### config.mk
export PLATFORM = sky130hd
export DESIGN_NAME = ppsd_div
export DESIGN_NICKNAME = d
export VERILOG_FILES = /design/src/hw/rtl/ppsd_pkg.sv /design/src/hw/rtl/ppsd_div.sv
export SDC_FILE = /design/constraint.sdc
export NUM_CORES = 1
export LEC_CHECK = 0
export ABC_AREA = 1
export BUFFER_PORTS_ARGS = -buffer_cell sky130_fd_sc_hd__buf_2
export CORE_MARGIN = 4
export CORE_UTILIZATION = 48
export DETAILED_ROUTE_END_ITERATION = 8
export PLACE_DENSITY = 0.84
export SLEW_MARGIN = 20
export SYNTH_ARGS = -nofsm -noshare
export SYNTH_HDL_FRONTEND = slang
export SYNTH_SLANG_ARGS = --single-unit
### constraint.sdc
create_clock -name aclk -period 2 [get_ports aclk]
set_clock_uncertainty 0.1 [all_clocks]
set_input_delay 0.2 -clock aclk [delete_from_list [all_inputs] [get_ports aclk]]
set_output_delay 0.2 -clock aclk [all_outputs]
set_load 0.05 [all_outputs]
### src/hw/rtl/ppsd_pkg.sv
package ppsd_pkg;

    // datapath widths
    localparam int ACC_W      = 68;
    localparam int MUL_W      = 18;
    localparam int LOAD_W     = 48;
    localparam int DIVIDEND_W = 33;
    localparam int DIVISOR_W  = 64;
    localparam int DIV_CNT_W  = 6;
    localparam int CFG_IDX_W  = 3;
    localparam int CFG_DATA_W = 17;

    // register map
    localparam logic [CFG_IDX_W-1:0] REG_TARGET   = 3'd0;
    localparam logic [CFG_IDX_W-1:0] REG_DEADBAND = 3'd1;
    localparam logic [CFG_IDX_W-1:0] REG_GAIN_P   = 3'd2;
    localparam logic [CFG_IDX_W-1:0] REG_GAIN_I   = 3'd3;
    localparam logic [CFG_IDX_W-1:0] REG_GAIN_D   = 3'd4;
    localparam logic [CFG_IDX_W-1:0] REG_ALPHA    = 3'd5;

    localparam logic [16:0] ALPHA_ONE = 17'h10000;
    localparam logic [47:0] INT48_MAX = 48'h7FFF_FFFF_FFFF;
    localparam logic [47:0] INT48_MIN = 48'h8000_0000_0000;
    localparam logic [31:0] INT32_MAX = 32'h7FFF_FFFF;
    localparam logic [31:0] INT32_MIN = 32'h8000_0000;

    typedef enum logic [1:0] {
        MAC_NOP,
        MAC_LOAD,
        MAC_ADD,
        MAC_SHR16
    } mac_op_t;

    typedef enum logic [1:0] {
        SH_0,
        SH_16,
        SH_32
    } mac_sh_t;

    typedef struct packed {
        mac_op_t           op;
        mac_sh_t           sh;
        logic [MUL_W-1:0]  a;
        logic [MUL_W-1:0]  b;
        logic [LOAD_W-1:0] load;
    } mac_cmd_t;

    typedef enum logic [4:0] {
        ST_IDLE,
        ST_PREP,
        ST_EMA_LD,
        ST_EMA_MUL,
        ST_INT_LD,
        ST_INT_M0,
        ST_INT_M1,
        ST_INT_M2,
        ST_INT_WAIT,
        ST_INT_SAT,
        ST_DIV_WAIT,
        ST_D_M0,
        ST_D_M1,
        ST_D_M2,
        ST_D_SHR,
        ST_P_MUL,
        ST_I_M0,
        ST_I_M1,
        ST_I_M2,
        ST_DRV_WAIT,
        ST_FIN
    } state_t;

endpackage

### src/hw/rtl/ppsd_div.sv
module ppsd_div (
    input  logic                                aclk,
    input  logic                                aresetn,
    input  logic                                start,
    input  logic [ppsd_pkg::DIVIDEND_W-1:0]     dividend,
    input  logic [ppsd_pkg::DIVISOR_W-1:0]      divisor,
    output logic                                busy,
    output logic [ppsd_pkg::DIVIDEND_W-1:0]     quotient
);

    localparam int DvdW = ppsd_pkg::DIVIDEND_W;
    localparam int DvsW = ppsd_pkg::DIVISOR_W;
    localparam int CntW = ppsd_pkg::DIV_CNT_W;

    logic            busy_reg;
    logic [CntW-1:0] cnt_reg;
    logic [DvdW-1:0] rem_reg;
    logic [DvdW-1:0] quo_reg;
    logic [DvsW-1:0] dvs_reg;

    logic [DvdW:0]   rem_shift;
    logic            fits;
    logic [DvdW:0]   rem_sub;

    // restoring division, one quotient bit a cycle
    always_comb begin
        rem_shift = {rem_reg, quo_reg[DvdW-1]};
        fits      = DvsW'(rem_shift) >= dvs_reg;
        rem_sub   = rem_shift - dvs_reg[DvdW:0];
    end

    always_ff @(posedge aclk) begin
        if (!aresetn) begin
            busy_reg <= 1'b0;
            cnt_reg  <= '0;
        end else if (start) begin
            busy_reg <= 1'b1;
            cnt_reg  <= CntW'(DvdW);
        end else if (busy_reg) begin
            cnt_reg <= cnt_reg - 1'b1;
            if (cnt_reg == CntW'(1)) begin
                busy_reg <= 1'b0;
            end
        end
    end

    always_ff @(posedge aclk) begin
        if (start) begin
            rem_reg <= '0;
            quo_reg <= dividend;
            dvs_reg <= divisor;
        end else if (busy_reg) begin
            rem_reg <= fits ? rem_sub[DvdW-1:0] : rem_shift[DvdW-1:0];
            quo_reg <= {quo_reg[DvdW-2:0], fits};
        end
    end

    assign busy     = busy_reg;
    assign quotient = quo_reg;

endmodule

==> results.md <==
- Final GP Congestion: ~0.97
- Die Span Y: 135 um
- Pin count of the biggest net entering global routing: 73
- Total power draw: 0.00806 W
- Hold Worst Slack: 63.6 ps
- Longest Clk Path Bufs: 2
- Worst-Margin Slew: around 660 ps
- Post-Syn Nets: around 1,100
- Startpoint Class: register
- Via Count: 8,543
- Worst Path Required: 2280 ps
- Reg-to-reg startpoint: quotient[32]$_DFFE_PP_
- Ports: 134
- Outcome: finished with violations
- CP dominant cell by count: nand2_2
- Hold Path Depth: 3
- Cell accounting for the most synthesized area: edfxtp_1
- Post-route cell area: about 0.012 mm2
- Crit path max-delay family: simple AND/OR/NAND/NOR gates
- GRT Residual Overflow: 0
- Detailed Routing Iterations Pass 1: 5
- Slowest CP cell: edfxtp_1
- Placed Area: 0.00969 mm2
- First-pass GRT wire length: 42,200 um
- RSZ-0062 raised after global routing: true
- Failing checks: negative setup slack
- Worst reg-to-reg path cell count: 18
- Fin nets: 1,461
- Most common cell after layout, fill and taps aside: nand2_1
- Power per cell area: 692 mW/mm2
- CP endpoint kind: register
- Die X: 135 um
- Ys flop type: edfxtp_1
- #FFs+latches synth: ~140
- Kind of critical path: register to register
- Layout cells sized above 1: 29.3%
- Mapped cell area: 0.00774 mm2
- Avg WL per Cell: approximately 18 um
- Post-Syn Instances: 949
- Initial antenna violation count: 0
- Core ar.: about 0.016 mm2
- # setup viols final: 34
- Final Hold Vio Count: 0
- Post-DP HPWL: 14,900 um
- Final Worst Setup Slack: -507 ps
- FILL cells: 979
- Period Utilization, post-route: 125%
- Most frequent cells in the layout: 321 x nand2_1, 139 x buf_4, 132 x buf_2
- Min-delay src: dividend[0]
- Clock sink total: 137
- Final wirelength: 27,900 um
- CTS tree: yes
- CP Launch Point: quotient[32]$_DFFE_PP_
- Crit path buffers/inverters: 3
- Max FO, Critical Path: 9
- Clock H-tree levels: 4
- Initial DRC count: around 760
- Ranking of synthesized cells by area: edfxtp_1 38%, nand2_1 17%, dfxtp_1 10%
- Clk pin slew, worst setup/hold paths: 70 ps
- Row count: 46
- Synth top area share: a little under two fifths
- Levels on crit path: 18
- Area grow syn2layout: 50.4%
- Peak VDD IR: 0.616 mV
- EDFF count, synth: just under 100
- Diode count: 0
- WP data arrival: about 2800 ps
- Clk_lat worst skew: 440 ps
- Number of synthesis warnings: 0
- Register area share after synthesis: between 40 and 50%
- Largest register FFs: 64
- Global Route Usage Sum: between 20% and 30%
- Clock Tree Root: clkbuf_16
- Hold/Removal Path Class: primary input to register
- Leakage power: 5.86 nW
- Avg Inst Size Synth: 8.16 um2
- CP cell instances: inv_2 > ha_4 > inv_4 > fa_2 > nand2_2 > nand2_2 > nand3_2 > nand2_2 > nand2_2 > nand2_4 > nand2_4 > nand3_4 > nand2_4 > nand2_8 > clkbuf_16 > nand2_2 > nand3_1 > nand2_1
- Slowest stage delay, CP: 410 ps
- Port bufs: 133
- Detail Route Antenna Nets: 0
- Vias per cell: 5.50
- Die ar.: 0.0182 mm2
- Fmax: 0.399 GHz
- Number of buffers created by CTS: 17
- Slew HR: between 50% and 60%
- Asr flop ratio synth: 0%
- Yosys cell types: 42
- Max Cap Viol: 0
- Min cycle time layout: 2510 ps
- Vias in the first global route: 8,486
- Final Slew Violations: 0
- Number of remaining DRC errors: 0
- Initial Utilization: 48.9%
- Fin util: 73.6%
## worst min-delay path, stage by stage
cell and delay [ps]:
buf_2 90, nor2_1 60, a31oi_4 130
## routing by layer
| layer | up-vias | routed length [um] | GRT usage [%] |
|---|---|---|---|
| met5 | - | 0 | 0 |
| met4 | 0 | 1750 | 14.8 |
| met3 | 191 | 2690 | 6.22 |
| met2 | 610 | 13300 | 50.3 |
| met1 | 3901 | 10200 | 35.2 |
| li1 | 3841 | - | - |
## worst paths after layout
kind	to	slack [ps]
hold reg to reg	rem_reg[28]$_SDFFE_PP0P_	380
setup / recovery	rem_reg[1]$_SDFFE_PP0P_	-510
hold / removal	quotient[0]$_DFFE_PP_	60
setup reg to reg	rem_reg[1]$_SDFFE_PP0P_	-510
## layout make-up
class	count	area [um2]	area share (%)
clock buffer	18	429	3.68
inverter	113	430	3.69
sequential	137	3710	31.9
tap	216	270	2.32
clock inverter	14	160	1.37
multi-input combinational	676	3740	32.1
timing repair buffer	379	2910	24.9
## kinds of logic after synthesis
| family | count (synthesis) | synth area share (%) |
|---|---|---|
| and+or+nand+nor | 554 | 31.6 |
| DFF | 137 | 47.9 |
| buffers and inverters | 136 | 7.30 |
| AOI/OAI and AO/OA | 67 | 5.04 |
| adders and majority gates | 37 | 6.07 |
| xor gates and xnor gates | 18 | 2.04 |
## where the power goes
| group | internal, W | total (W) | switching, W |
|---|---|---|---|
| registers | 0.00326 | 0.00337 | 0.000108 |
| logic | 0.000548 | 0.00141 | 0.000860 |
| clock network | 0.00187 | 0.00328 | 0.00141 |
## synthesized netlist by cell type, drive strengths merged (2+ instances only)
cell,instances
nand2,355
inv,113
edfxtp,97
nor2,69
nand3,68
dfxtp,40
ha,36
a21oi,35
nand3b,34
xnor2,13
clkbuf,12
nor3,12
o21ai,12
buf,11
nand4,8
o21bai,5
xor2,5
a21o,4
o21a,4
a31oi,3
nor4,3
and2,2
## per-stage QoR
stage	TNS, ps	setup slack (ps)	std cells
after floorplan	-16260	-511	949
final	-15420	-507	1553
after global routing	-18250	-580	1553
after detailed placement	-12030	-410	1414
after global placement	-8670	-290	1414
after CTS	-11480	-381	1550
## repair_timing
item	CTS	global route
resized for setup	19	49
pin swaps	5	22
hold buffers	97	0
gates cloned	2	2
buffers inserted	5	3
endpoints found under the hold margin	99	0
setup endpoints to repair	34	34
No activity file was read; power rests on OpenSTA's default activity.
