**config.mk**
```make
export PLATFORM = sky130hd
export DESIGN_NAME = ppsd_mac
export DESIGN_NICKNAME = d
export VERILOG_FILES = /design/src/hw/rtl/ppsd_pkg.sv /design/src/hw/rtl/ppsd_mac.sv
export SDC_FILE = /design/constraint.sdc
export NUM_CORES = 1
export LEC_CHECK = 0
export BUFFER_PORTS_ARGS = -buffer_cell sky130_fd_sc_hd__buf_2
export CORE_MARGIN = 3
export CORE_UTILIZATION = 60
export CTS_BUF_LIST = sky130_fd_sc_hd__clkbuf_16
export DETAILED_ROUTE_END_ITERATION = 16
export PLACE_DENSITY = 0.91
export RECOVER_POWER = 100
export SYNTH_ARGS = -nofsm -noshare
export SYNTH_HDL_FRONTEND = slang
export SYNTH_SLANG_ARGS = --single-unit
export TNS_END_PERCENT = 30
```
**constraint.sdc**
```tcl
create_clock -name aclk -period 8.1 [get_ports aclk]
set_input_delay 0.81 -clock aclk [delete_from_list [all_inputs] [get_ports aclk]]
set_output_delay 0.81 -clock aclk [all_outputs]
set_load 0.03 [all_outputs]
```
**src/hw/rtl/ppsd_pkg.sv**
```systemverilog
package ppsd_pkg;

    // datapath widths
    localparam int ACC_W      = 68;
    localparam int MUL_W      = 18;
    localparam int LOAD_W     = 48;
    localparam int DIVIDEND_W = 33;
    localparam int DIVISOR_W  = 64;
    localparam int DIV_CNT_W  = 6;
    localparam int CFG_IDX_W  = 3;
    localparam int CFG_DATA_W = 17;

    // register map
    localparam logic [CFG_IDX_W-1:0] REG_TARGET   = 3'd0;
    localparam logic [CFG_IDX_W-1:0] REG_DEADBAND = 3'd1;
    localparam logic [CFG_IDX_W-1:0] REG_GAIN_P   = 3'd2;
    localparam logic [CFG_IDX_W-1:0] REG_GAIN_I   = 3'd3;
    localparam logic [CFG_IDX_W-1:0] REG_GAIN_D   = 3'd4;
    localparam logic [CFG_IDX_W-1:0] REG_ALPHA    = 3'd5;

    localparam logic [16:0] ALPHA_ONE = 17'h10000;
    localparam logic [47:0] INT48_MAX = 48'h7FFF_FFFF_FFFF;
    localparam logic [47:0] INT48_MIN = 48'h8000_0000_0000;
    localparam logic [31:0] INT32_MAX = 32'h7FFF_FFFF;
    localparam logic [31:0] INT32_MIN = 32'h8000_0000;

    typedef enum logic [1:0] {
        MAC_NOP,
        MAC_LOAD,
        MAC_ADD,
        MAC_SHR16
    } mac_op_t;

    typedef enum logic [1:0] {
        SH_0,
        SH_16,
        SH_32
    } mac_sh_t;

    typedef struct packed {
        mac_op_t           op;
        mac_sh_t           sh;
        logic [MUL_W-1:0]  a;
        logic [MUL_W-1:0]  b;
        logic [LOAD_W-1:0] load;
    } mac_cmd_t;

    typedef enum logic [4:0] {
        ST_IDLE,
        ST_PREP,
        ST_EMA_LD,
        ST_EMA_MUL,
        ST_INT_LD,
        ST_INT_M0,
        ST_INT_M1,
        ST_INT_M2,
        ST_INT_WAIT,
        ST_INT_SAT,
        ST_DIV_WAIT,
        ST_D_M0,
        ST_D_M1,
        ST_D_M2,
        ST_D_SHR,
        ST_P_MUL,
        ST_I_M0,
        ST_I_M1,
        ST_I_M2,
        ST_DRV_WAIT,
        ST_FIN
    } state_t;

endpackage

```
**src/hw/rtl/ppsd_mac.sv**
```systemverilog
module ppsd_mac (
    input  logic                                    aclk,
    input  logic                                    aresetn,
    input  ppsd_pkg::mac_cmd_t                      cmd,
    output logic signed [ppsd_pkg::ACC_W-1:0]       acc
);

    localparam int AccW  = ppsd_pkg::ACC_W;
    localparam int ProdW = 2 * ppsd_pkg::MUL_W;

    ppsd_pkg::mac_op_t                  op_reg;
    ppsd_pkg::mac_sh_t                  sh_reg;
    logic signed [ProdW-1:0]            prod_reg;
    logic [ppsd_pkg::LOAD_W-1:0]        load_reg;
    logic signed [AccW-1:0]             acc_reg;

    logic signed [AccW-1:0]             prod_ext;
    logic signed [AccW-1:0]             prod_shl;
    logic signed [AccW-1:0]             acc_next;

    // stage 1: multiply, command rides along
    always_ff @(posedge aclk) begin
        if (!aresetn) begin
            op_reg <= ppsd_pkg::MAC_NOP;
        end else begin
            op_reg <= cmd.op;
        end
    end

    always_ff @(posedge aclk) begin
        prod_reg <= $signed(cmd.a) * $signed(cmd.b);
        sh_reg   <= cmd.sh;
        load_reg <= cmd.load;
    end

    // stage 2: shifted accumulate
    always_comb begin
        prod_ext = AccW'(prod_reg);
        unique case (sh_reg)
            ppsd_pkg::SH_0:  prod_shl = prod_ext;
            ppsd_pkg::SH_16: prod_shl = prod_ext <<< 16;
            ppsd_pkg::SH_32: prod_shl = prod_ext <<< 32;
            default:         prod_shl = prod_ext;
        endcase
    end

    always_comb begin
        unique case (op_reg)
            ppsd_pkg::MAC_NOP:   acc_next = acc_reg;
            ppsd_pkg::MAC_LOAD:  acc_next = AccW'($signed(load_reg));
            ppsd_pkg::MAC_ADD:   acc_next = acc_reg + prod_shl;
            ppsd_pkg::MAC_SHR16: acc_next = acc_reg >>> 16;
            default:             acc_next = acc_reg;
        endcase
    end

    always_ff @(posedge aclk) begin
        acc_reg <= acc_next;
    end

    assign acc = acc_reg;

endmodule

```
==> run summary, run 1 <==
Chip Width: 195 µm
Total detailed-routing wirelength: 60500 µm
TritonCTS clock tree: built
Count of unresolved DRC violations after routing: 0
Min cycle time layout: 7240 ps
Sequential cell area fraction in the yosys report: 17.7%
Depth of the CTS H-tree: 4
Die Outline Area: 38000 µm²
Worst Max-Slew Pin Slew: 4020 ps
Initial DRC count: 1356
Max-Cap Viols: 3
Failing checks: capacitance limit, slew limit
Top cell type by total area after synthesis: sky130_fd_sc_hd__fa_1
Ys async rst share: 0%
Fraction of layout cells with a size suffix above 1: 5.78%
Worst EP required: 8420 ps
Die span in y: 195 µm
Fmax: 138 MHz
Standard-cell row count: 68
Setup Viol. Count Final: 0
Placeable core region: 34900 µm²
Worst setup EP type: flop
Count leader, synth: sky130_fd_sc_hd__inv_1
Library cells used by synthesis: 72
Number of post-CTS setup repair buffers: 0
Layout net count: 3013
Maximum root-to-sink buffer count: 2
Number of global-route vias before repair: 18.3k
Count of hold buffers inserted by post-cts repair: 0
Flip-flop count of the largest register, all copies and words added: 68
Setup tns final: 0 ps
Final Max Tran Viols: 159
Number of flip-flops and latches in the synthesized netlist: 156
Clock latency on the worst-skew pair: 440 ps
Overflow left after global routing: 0
Synth top area share: 30.8%
Outcome: complete, but fails checks
IO Count: 158
Post-route clock period utilization: 89.4%
Remaining antenna violation count after routing: 0
Hold Violations, Final: 0
Worst-path fanout max: 18
Hold slack final: 463 ps
Most frequent cells after synthesis: 395 x sky130_fd_sc_hd__inv_1, 330 x sky130_fd_sc_hd__fa_1, 242 x sky130_fd_sc_hd__nand2_1, 192 x sky130_fd_sc_hd__and2_1, 165 x sky130_fd_sc_hd__ha_1
Clock tree sinks: 156
Main synth FF type: sky130_fd_sc_hd__dfxtp_1
DP Worst Slack: 853 ps
Starting Density: 61.5%
Antenna diodes: 0
Setup Skew: 11.1 ps
Synth Cell Area: 21400 µm²
CP arrival: 7570 ps
Initial antenna violation count: 1
Area grow syn2layout: 6.70%
Critical path startpoint category: primary input
Clock slew at reported path FFs: 70 ps
Number of synthesized flops with an enable pin: 68
Number of buffers inserted during clock tree synthesis: 17
Number of vias per cell after detailed routing: 6.05
Finished Core Util: 65.6%
Maximum number of pins on one net before global-route repair: 68
Global-route wire length before repair: 95900 µm
Final estimated routing congestion in global placement: 0.981
Count of buffers inserted at the top-level ports: 157
YS warnings: 0
Final routed wire length divided by cell count: 20.9 µm
Critical path class: in2reg
Avg Synthesized Cell Area: 9.11 µm²
Smallest setup slack after layout: 856 ps
GR Util All Layers: 31.9%
Length of the first detailed-routing pass in iterations: 8
Synth area leaders: sky130_fd_sc_hd__fa_1 31%, sky130_fd_sc_hd__ha_1 9.6%, sky130_fd_sc_hd__edfxtp_1 9.5%
Root buf cell: sky130_fd_sc_hd__clkbuf_16
Net Count, Synth: 2938
Hold Crit Class: in2reg
Post-Syn Instances: 2353
Post-cts resize count: 0
Detailed-placement wirelength estimate: 49000 µm
Count of vias placed by the detailed router: 17.5k
Worst max-slew margin expressed relative to the limit: -168%
Unrepaired setup endpoints after global routing: no
-- worst max-delay path: stages --
cell                       delay (ps)
sky130_fd_sc_hd__clkbuf_1         690
sky130_fd_sc_hd__and2_1           270
sky130_fd_sc_hd__fa_1             420
sky130_fd_sc_hd__inv_1             80
sky130_fd_sc_hd__fa_1             430
sky130_fd_sc_hd__fa_1             510
sky130_fd_sc_hd__inv_1             60
sky130_fd_sc_hd__fa_1             450
sky130_fd_sc_hd__fa_1             510
sky130_fd_sc_hd__inv_1             50
sky130_fd_sc_hd__fa_1             470
sky130_fd_sc_hd__inv_1             40
sky130_fd_sc_hd__ha_1             330
sky130_fd_sc_hd__a21o_1           190
sky130_fd_sc_hd__a21o_1           180
sky130_fd_sc_hd__a221o_1          390
sky130_fd_sc_hd__a31oi_4          200
sky130_fd_sc_hd__o21ai_0          220
sky130_fd_sc_hd__o41a_1           460
sky130_fd_sc_hd__a211o_1          320
sky130_fd_sc_hd__a31oi_2          220
sky130_fd_sc_hd__o21ai_1          110
sky130_fd_sc_hd__xnor2_1          130
-- metal layers --
layer | wire, µm | part of all wire (%) | global-route usage, %
met1 | 22700 | 38 | 39.8
met5 | 0 | 0 | 0
met2 | 29800 | 49 | 55.8
met4 | 2760 | 4.6 | 13.3
met3 | 5250 | 8.7 | 4.78
-- through the flow --
stage | instances | area [µm²]
3_5_place_dp | 2864 | 22500
5_1_grt | 2896 | 22900
6_report | 2896 | 22900
4_1_cts | 2896 | 23000
3_3_place_gp | 2864 | 22500
2_1_floorplan | 2353 | 21400
-- path summary, 6_finish.rpt --
check / from / endpoint / slack [ps] / cells past startpoint
setup reg to reg: sh_reg[0] / acc[56] / 890 / 16
hold / removal: cmd[33] / load_reg[33] / 460 / 1
setup / recovery: cmd[72] / prod_reg[34] / 860 / 23
hold reg to reg: load_reg[15] / acc[15] / 540 / 2
-- logic make-up after synthesis --
group                      count (synthesis)  synth area share, %
buffers and inverters                    505                 8.90
AOI/OAI and AO/OA                        470                 14.5
xor gates and xnor gates                  95                 3.88
muxes                                      4                0.193
and+or+nand+nor                          628                 14.4
adders and majority gates                495                 40.4
DFF                                      156                 17.7
-- layout make-up --
type                    count  area [µm²]
clock buffers              17         425
multi-input cells        1692       15700
repair buffers            165         749
well taps                 455         569
clock inverters            15         130
fillers                  2746       12000
flip-flops and latches    156        3800
inverters                 396        1490
-- layout by cell type (no fill, tap or decap), drive strengths merged, types with 7 or more instances in the layout --
cell and n:
nand2 242, inv 404, xor2 29, nor2b 8
and2 193, a22o 17, a21oi 117, nand4 22
a21o 54, nor2 83, a221oi 22, o21ai 113
xnor2 66, nor3 14, o21bai 19, o21a 10
nand3 23, or2 7, ha 165, edfxtp 68
fa 330, nand2b 13, and3 9, dfxtp 88
a22oi 50, a31oi 10, buf 92, clkbuf 90
a211oi 8
Power of run 1 is left out: the tool's default activity adds up to more than one toggle a clock period on the data nets, which glitch-free logic cannot reach.
==> run 2: changes to the inputs <==
Settings changed: PLACE_DENSITY 0.91 to 0.78.
==> run 2 against run 1 <==
Against the previous run:
- the run still ends with capacitance limit, slew limit left
- first-iteration DRC count down 5.2%
- die area stayed put
- core utilization hardly changed
- non-clock buffer count up 1
- register-to-register slack gained 280 ps
- clock skew increased by 1.1 ps
- hold slack gained 8.9 ps
- design area about the same
- cell count is essentially flat
- highest routed layer unchanged
==> run summary, run 2 (same netlist as run 1, synthesis figures left out) <==
Outcome: complete, but fails checks (unchanged)
Failing checks: capacitance limit, slew limit (unchanged)
Critical path startpoint category: primary input (unchanged)
Depth of the CTS H-tree: 4 (unchanged)
Final routed wire length divided by cell count: 20.5 µm (was 20.9 µm)
Post-cts resize count: 0 (unchanged)
Overflow left after global routing: 0 (unchanged)
Chip Width: 195 µm (unchanged)
Worst max-slew margin expressed relative to the limit: -123% (was -168%)
Hold Violations, Final: 0 (unchanged)
Antenna diodes: 0 (unchanged)
Maximum number of pins on one net before global-route repair: 64 (was 68)
Fraction of layout cells with a size suffix above 1: 5.57% (was 5.78%)
Worst setup EP type: flop (unchanged)
Flip-flop count of the largest register, all copies and words added: 68 (unchanged)
Clock slew at reported path FFs: 70 ps (about the same)
Worst EP required: 8420 ps (about the same)
Count of unresolved DRC violations after routing: 0 (unchanged)
Clock tree sinks: 156 (unchanged)
Final estimated routing congestion in global placement: 0.979 (was 0.981)
Length of the first detailed-routing pass in iterations: 6 (was 8)
GR Util All Layers: 31.5% (was 31.9%)
IO Count: 158 (unchanged)
Worst-path fanout max: 18 (unchanged)
Setup tns final: 0 ps (unchanged)
Worst Max-Slew Pin Slew: 3340 ps (was 4020 ps)
Initial DRC count: 1285 (was 1356)
Final Max Tran Viols: 59 (was 159)
Fmax: 139 MHz (was 138 MHz)
R2R depth: 17 (was 16)
Die span in y: 195 µm (unchanged)
Number of buffers inserted during clock tree synthesis: 17 (unchanged)
Hold Crit Class: in2reg (unchanged)
TritonCTS clock tree: built (unchanged)
Placeable core region: 34900 µm² (unchanged)
Max-Cap Viols: 1 (was 3)
Critical path class: in2reg (unchanged)
Count of hold buffers inserted by post-cts repair: 0 (unchanged)
Count of buffers inserted at the top-level ports: 157 (unchanged)
Global-route wire length before repair: 94700 µm (was 95900 µm)
Number of global-route vias before repair: 17.5k (was 18.3k)
Initial antenna violation count: 1 (unchanged)
Unrepaired setup endpoints after global routing: no (unchanged)
Area grow syn2layout: 6.77% (was 6.70%)
Final-layout fill cell count: 2891 (was 2746)
Finished Core Util: 65.6% (about the same)
Root buf cell: sky130_fd_sc_hd__clkbuf_16 (unchanged)
Total detailed-routing wirelength: 59400 µm (was 60500 µm)
Most common cell after layout, fill and taps aside: sky130_fd_sc_hd__inv_1 (unchanged)
CP arrival: 7540 ps (was 7570 ps)
Remaining antenna violation count after routing: 0 (unchanged)
Min cycle time layout: 7210 ps (was 7240 ps)
Starting Density: 61.5% (unchanged)
Final instance area: 22900 µm² (about the same)
Number of post-CTS setup repair buffers: 0 (unchanged)
Instance count along the most critical hold path: 1 (unchanged)
Detailed-placement wirelength estimate: 48900 µm (was 49000 µm)
Number of vias per cell after detailed routing: 5.87 (was 6.05)
Hold slack final: 471 ps (was 463 ps)
Count of vias placed by the detailed router: 17.0k (was 17.5k)
Setup Skew: 12.2 ps (was 11.1 ps)
Maximum root-to-sink buffer count: 2 (unchanged)
Commonest cells after routing, fill and taps aside: 397 x sky130_fd_sc_hd__inv_1, 330 x sky130_fd_sc_hd__fa_1, 242 x sky130_fd_sc_hd__nand2_1 (was 394 x sky130_fd_sc_hd__inv_1, 330 x sky130_fd_sc_hd__fa_1, 242 x sky130_fd_sc_hd__nand2_1)
Standard-cell row count: 68 (unchanged)
Register cell area after layout: 3800 µm² (unchanged)
Setup Viol. Count Final: 0 (unchanged)
Post-route clock period utilization: 89.0% (was 89.4%)
Layout net count: 3014 (was 3013)
Clock latency on the worst-skew pair: 440 ps (about the same)
Placed cell areas: 22500 µm² (about the same)
Die Outline Area: 38000 µm² (unchanged)
Multi-input combinational cell area: 15700 µm² (about the same)
## run 2: routing by layer
layer / track usage [%] / wire, µm / up-vias
li1: - / - / 7790
met2: 51.5 / 27700 / 785
met5: 0 / 0 / -
met1: 42.1 / 24200 / 8317
met3: 6.49 / 5430 / 122
met4: 11.2 / 2120 / 0
## run 2: area by class of cell
cell class / instances / area share (%)
clock buffers: 18 / 1.97
clock inverters: 14 / 0.617
inverters: 396 / 6.49
multi-input cells: 1692 / 68.5
flip-flops and latches: 156 / 16.6
well taps: 455 / 2.49
repair buffers: 166 / 3.29
## run 2: metrics by stage
step,worst slack [ps],instances
3_5_place_dp,807,2865
3_3_place_gp,948,2865
2_1_floorplan,1240,2353
5_1_grt,426,2897
6_report,887,2897
4_1_cts,1260,2897
## run 2: critical path, cell delays in order
cell                       delay, ps
sky130_fd_sc_hd__clkbuf_1        680
sky130_fd_sc_hd__nand2_1         180
sky130_fd_sc_hd__fa_1            580
sky130_fd_sc_hd__inv_1            50
sky130_fd_sc_hd__fa_1            380
sky130_fd_sc_hd__inv_1            80
sky130_fd_sc_hd__fa_1            400
sky130_fd_sc_hd__inv_1           100
sky130_fd_sc_hd__fa_1            410
sky130_fd_sc_hd__fa_1            490
sky130_fd_sc_hd__inv_1            50
sky130_fd_sc_hd__fa_1            470
sky130_fd_sc_hd__inv_1            40
sky130_fd_sc_hd__ha_1            340
sky130_fd_sc_hd__a21o_1          210
sky130_fd_sc_hd__a21o_1          170
sky130_fd_sc_hd__a221o_1         340
sky130_fd_sc_hd__a31oi_1         350
sky130_fd_sc_hd__o21ai_2         150
sky130_fd_sc_hd__o41a_1          410
sky130_fd_sc_hd__a211o_1         310
sky130_fd_sc_hd__a31oi_1         250
sky130_fd_sc_hd__o21ai_0         140
sky130_fd_sc_hd__xnor2_1         130
## run 2: worst paths after layout
path,from,to,slack [ps]
worst max-delay path,cmd[71],prod_reg[34],890
worst min-delay path,cmd[47],load_reg[47],470
worst min register to register,load_reg[38],acc[38],530
worst max register to register,sh_reg[0],acc[65],1170
Power of run 2 is left out for the same reason.
==> run 3: changes to the inputs <==
Settings changed: CELL_PAD_IN_SITES_DETAIL_PLACEMENT set to 0, CELL_PAD_IN_SITES_GLOBAL_PLACEMENT set to 1, CORE_MARGIN 3 to 8, CORE_UTILIZATION 60 to 49, PLACE_DENSITY 0.78 to 0.82, REMOVE_ABC_BUFFERS set to 1.
==> run 3 against run 2 <==
Against the previous run:
- the flow still finishes with violations (capacitance limit, slew limit)
- cell count is 4.5% higher
- sequential share of layout area decreased by 0.090 points
- largest cell class unchanged
- non-clock buffer count is 3 lower
- via count is 1.3% lower
- hold slack better by 3.8 ps
- routed wire length increased by 3.4%
==> run summary, run 3 (same netlist as run 1, synthesis figures left out) <==
Number of global-route vias before repair: 17.3k (was 17.5k)
Hold Crit Class: in2reg (unchanged)
Worst setup EP type: flop (unchanged)
Number of vias per cell after detailed routing: 5.55 (was 5.87)
Placed cell areas: 22600 µm² (was 22500 µm²)
Outcome: complete, but fails checks (unchanged)
Die Outline Area: 50700 µm² (was 38000 µm²)
Count of vias placed by the detailed router: 16.8k (was 17.0k)
Placeable core region: 43200 µm² (was 34900 µm²)
Count of unresolved DRC violations after routing: 0 (unchanged)
Commonest cells after routing, fill and taps aside: 396 x sky130_fd_sc_hd__inv_1, 330 x sky130_fd_sc_hd__fa_1, 242 x sky130_fd_sc_hd__nand2_1 (was 397 x sky130_fd_sc_hd__inv_1, 330 x sky130_fd_sc_hd__fa_1, 242 x sky130_fd_sc_hd__nand2_1)
Fraction of layout cells with a size suffix above 1: 5.29% (was 5.57%)
Maximum number of pins on one net before global-route repair: 68 (was 64)
Final-layout fill cell count: 4044 (was 2891)
Number of post-CTS setup repair buffers: 0 (unchanged)
GR Util All Layers: 24.3% (was 31.5%)
Depth of the CTS H-tree: 4 (unchanged)
Initial DRC count: 1216 (was 1285)
Setup Viol. Count Final: 0 (unchanged)
Final routed wire length divided by cell count: 20.3 µm (was 20.5 µm)
Most Used Layer, Global Route: met2 (unchanged)
Length of the first detailed-routing pass in iterations: 5 (was 6)
GRT met1 Usage: 34.1% (was 42.1%)
Final estimated routing congestion in global placement: 0.928 (was 0.979)
Total detailed-routing wirelength: 61400 µm (was 59400 µm)
Final instance area: 23000 µm² (was 22900 µm²)
Cell-by-cell trace of the critical path: clkbuf_1 > nand2_1 > fa_1 > inv_1 > fa_1 > inv_1 > fa_1 > inv_1 > fa_1 > fa_1 > inv_1 > fa_1 > inv_1 > ha_1 > a21o_1 > a21o_1 > a221o_1 > a31oi_1 > o21ai_0 > o41a_1 > a211o_1 > a31oi_1 > o21ai_0 > xnor2_1 (was clkbuf_1 > nand2_1 > fa_1 > inv_1 > fa_1 > inv_1 > fa_1 > inv_1 > fa_1 > fa_1 > inv_1 > fa_1 > inv_1 > ha_1 > a21o_1 > a21o_1 > a221o_1 > a31oi_1 > o21ai_2 > o41a_1 > a211o_1 > a31oi_1 > o21ai_0 > xnor2_1)
Worst Max-Slew Pin Slew: 4060 ps (was 3340 ps)
Register cell area after layout: 3800 µm² (unchanged)
Crit path top cell by count: sky130_fd_sc_hd__fa_1 (unchanged)
Fraction of met2 tracks used by global routing: 38.7% (was 51.5%)
Layout net count: 3011 (was 3014)
Area grow syn2layout: 7.35% (was 6.77%)
Count of hold buffers inserted by post-cts repair: 0 (unchanged)
Post-route clock period utilization: 89.6% (was 89.0%)
Hold slack final: 475 ps (was 471 ps)
Most common cell after layout, fill and taps aside: sky130_fd_sc_hd__inv_1 (unchanged)
Standard-cell row count: 76 (was 68)
Remaining antenna violation count after routing: 0 (unchanged)
Worst max-slew margin expressed relative to the limit: -170% (was -123%)
Hold Violations, Final: 0 (unchanged)
Worst-path fanout max: 18 (unchanged)
Clock slew at reported path FFs: 70 ps (about the same)
Initial antenna violation count: 0 (was 1)
Critical path startpoint category: primary input (unchanged)
Overflow left after global routing: 0 (unchanged)
Chip Width: 225 µm (was 195 µm)
IO Count: 158 (unchanged)
Flip-flop count of the largest register, all copies and words added: 68 (unchanged)
Min cycle time layout: 7260 ps (was 7210 ps)
CP max stage cell: sky130_fd_sc_hd__clkbuf_1 (unchanged)
TritonCTS clock tree: built (unchanged)
Critical path class: in2reg (unchanged)
Maximum root-to-sink buffer count: 2 (unchanged)
Number of buffers inserted during clock tree synthesis: 17 (unchanged)
Post-cts resize count: 0 (unchanged)
Setup Skew: 9.70 ps (was 12.2 ps)
Met3 track demand over resource: 4.65% (was 6.49%)
Unrepaired setup endpoints after global routing: no (unchanged)
Setup tns final: 0 ps (unchanged)
Clock latency on the worst-skew pair: 430 ps (was 440 ps)
CP arrival: 7570 ps (was 7540 ps)
Delay of the slowest cell on the worst path: 660 ps (was 680 ps)
Multi-input combinational cell area: 15700 µm² (about the same)
Die span in y: 225 µm (was 195 µm)
Starting Density: 49.7% (was 61.5%)
Worst EP required: 8420 ps (about the same)
Clock tree sinks: 156 (unchanged)
Failing checks: capacitance limit, slew limit (unchanged)
Max-Cap Viols: 2 (was 1)
Global-route wire length before repair: 96800 µm (was 94700 µm)
Count of buffers inserted at the top-level ports: 157 (unchanged)
Fmax: 138 MHz (was 139 MHz)
Root buf cell: sky130_fd_sc_hd__clkbuf_16 (unchanged)
Detailed-placement wirelength estimate: 51700 µm (was 48900 µm)
Final Max Tran Viols: 126 (was 59)
-- run 3: changes by cell type in the layout (fill, tap and decap cells not counted), moves of 2 or more --
cell	change
sky130_fd_sc_hd__and2_0	+2
sky130_fd_sc_hd__and2_1	-2
sky130_fd_sc_hd__buf_2	-4
sky130_fd_sc_hd__buf_4	-2
sky130_fd_sc_hd__bufinv_16	-2
sky130_fd_sc_hd__clkbuf_1	+2
sky130_fd_sc_hd__clkbuf_16	+2
sky130_fd_sc_hd__clkinv_4	+2
sky130_fd_sc_hd__diode_2	+2
sky130_fd_sc_hd__inv_6	-2
sky130_fd_sc_hd__o21ai_0	+2
-- run 3: area by class of cell --
| type | count | share of cell area, % |
|---|---|---|
| Clock inverter | 12 | 0.348 |
| Clock buffer | 20 | 2.17 |
| Timing Repair Buffer | 163 | 3.17 |
| Sequential cell | 156 | 16.5 |
| Inverter | 396 | 6.46 |
| Tap cell | 585 | 3.18 |
| Antenna cell | 2 | 0.0217 |
| Multi-Input combinational cell | 1692 | 68.1 |
-- run 3: worst paths after layout --
| check | start | slack (ps) | depth (start not counted) | end |
|---|---|---|---|---|
| worst max-delay path | cmd[70] | 840 | 24 | prod_reg[34] |
| worst min-delay path | cmd[38] | 480 | 1 | load_reg[38] |
| worst max register to register | sh_reg[0] | 1150 | 14 | acc[64] |
| worst min register to register | load_reg[0] | 510 | 2 | acc[0] |
-- run 3: worst max-delay path: cells and delay by family --
family,cells,cell delay (ps)
xor gates and xnor gates,1,140
adders and majority gates,7,3040
buffers and inverters,6,980
AOI/OAI and AO/OA,9,2400
and+or+nand+nor,1,170
-- run 3: per-layer routing --
layer | vias up | share of wire [%]
li1 | 7789 | -
met3 | 65 | 7.3
met1 | 8336 | 46
met5 | - | 0
met2 | 611 | 45
met4 | 0 | 2.2
-- run 3: per-stage QoR --
step / setup slack [ps] / utilization, % / std cells
6_report: 844 / 53.3 / 3026
5_1_grt: 483 / 53.3 / 3024
4_1_cts: 1290 / 53.7 / 3024
3_5_place_dp: 814 / 52.3 / 2992
3_3_place_gp: 945 / 52.3 / 2992
2_1_floorplan: 1580 / - / 2244
Power of run 3 is left out for the same reason.
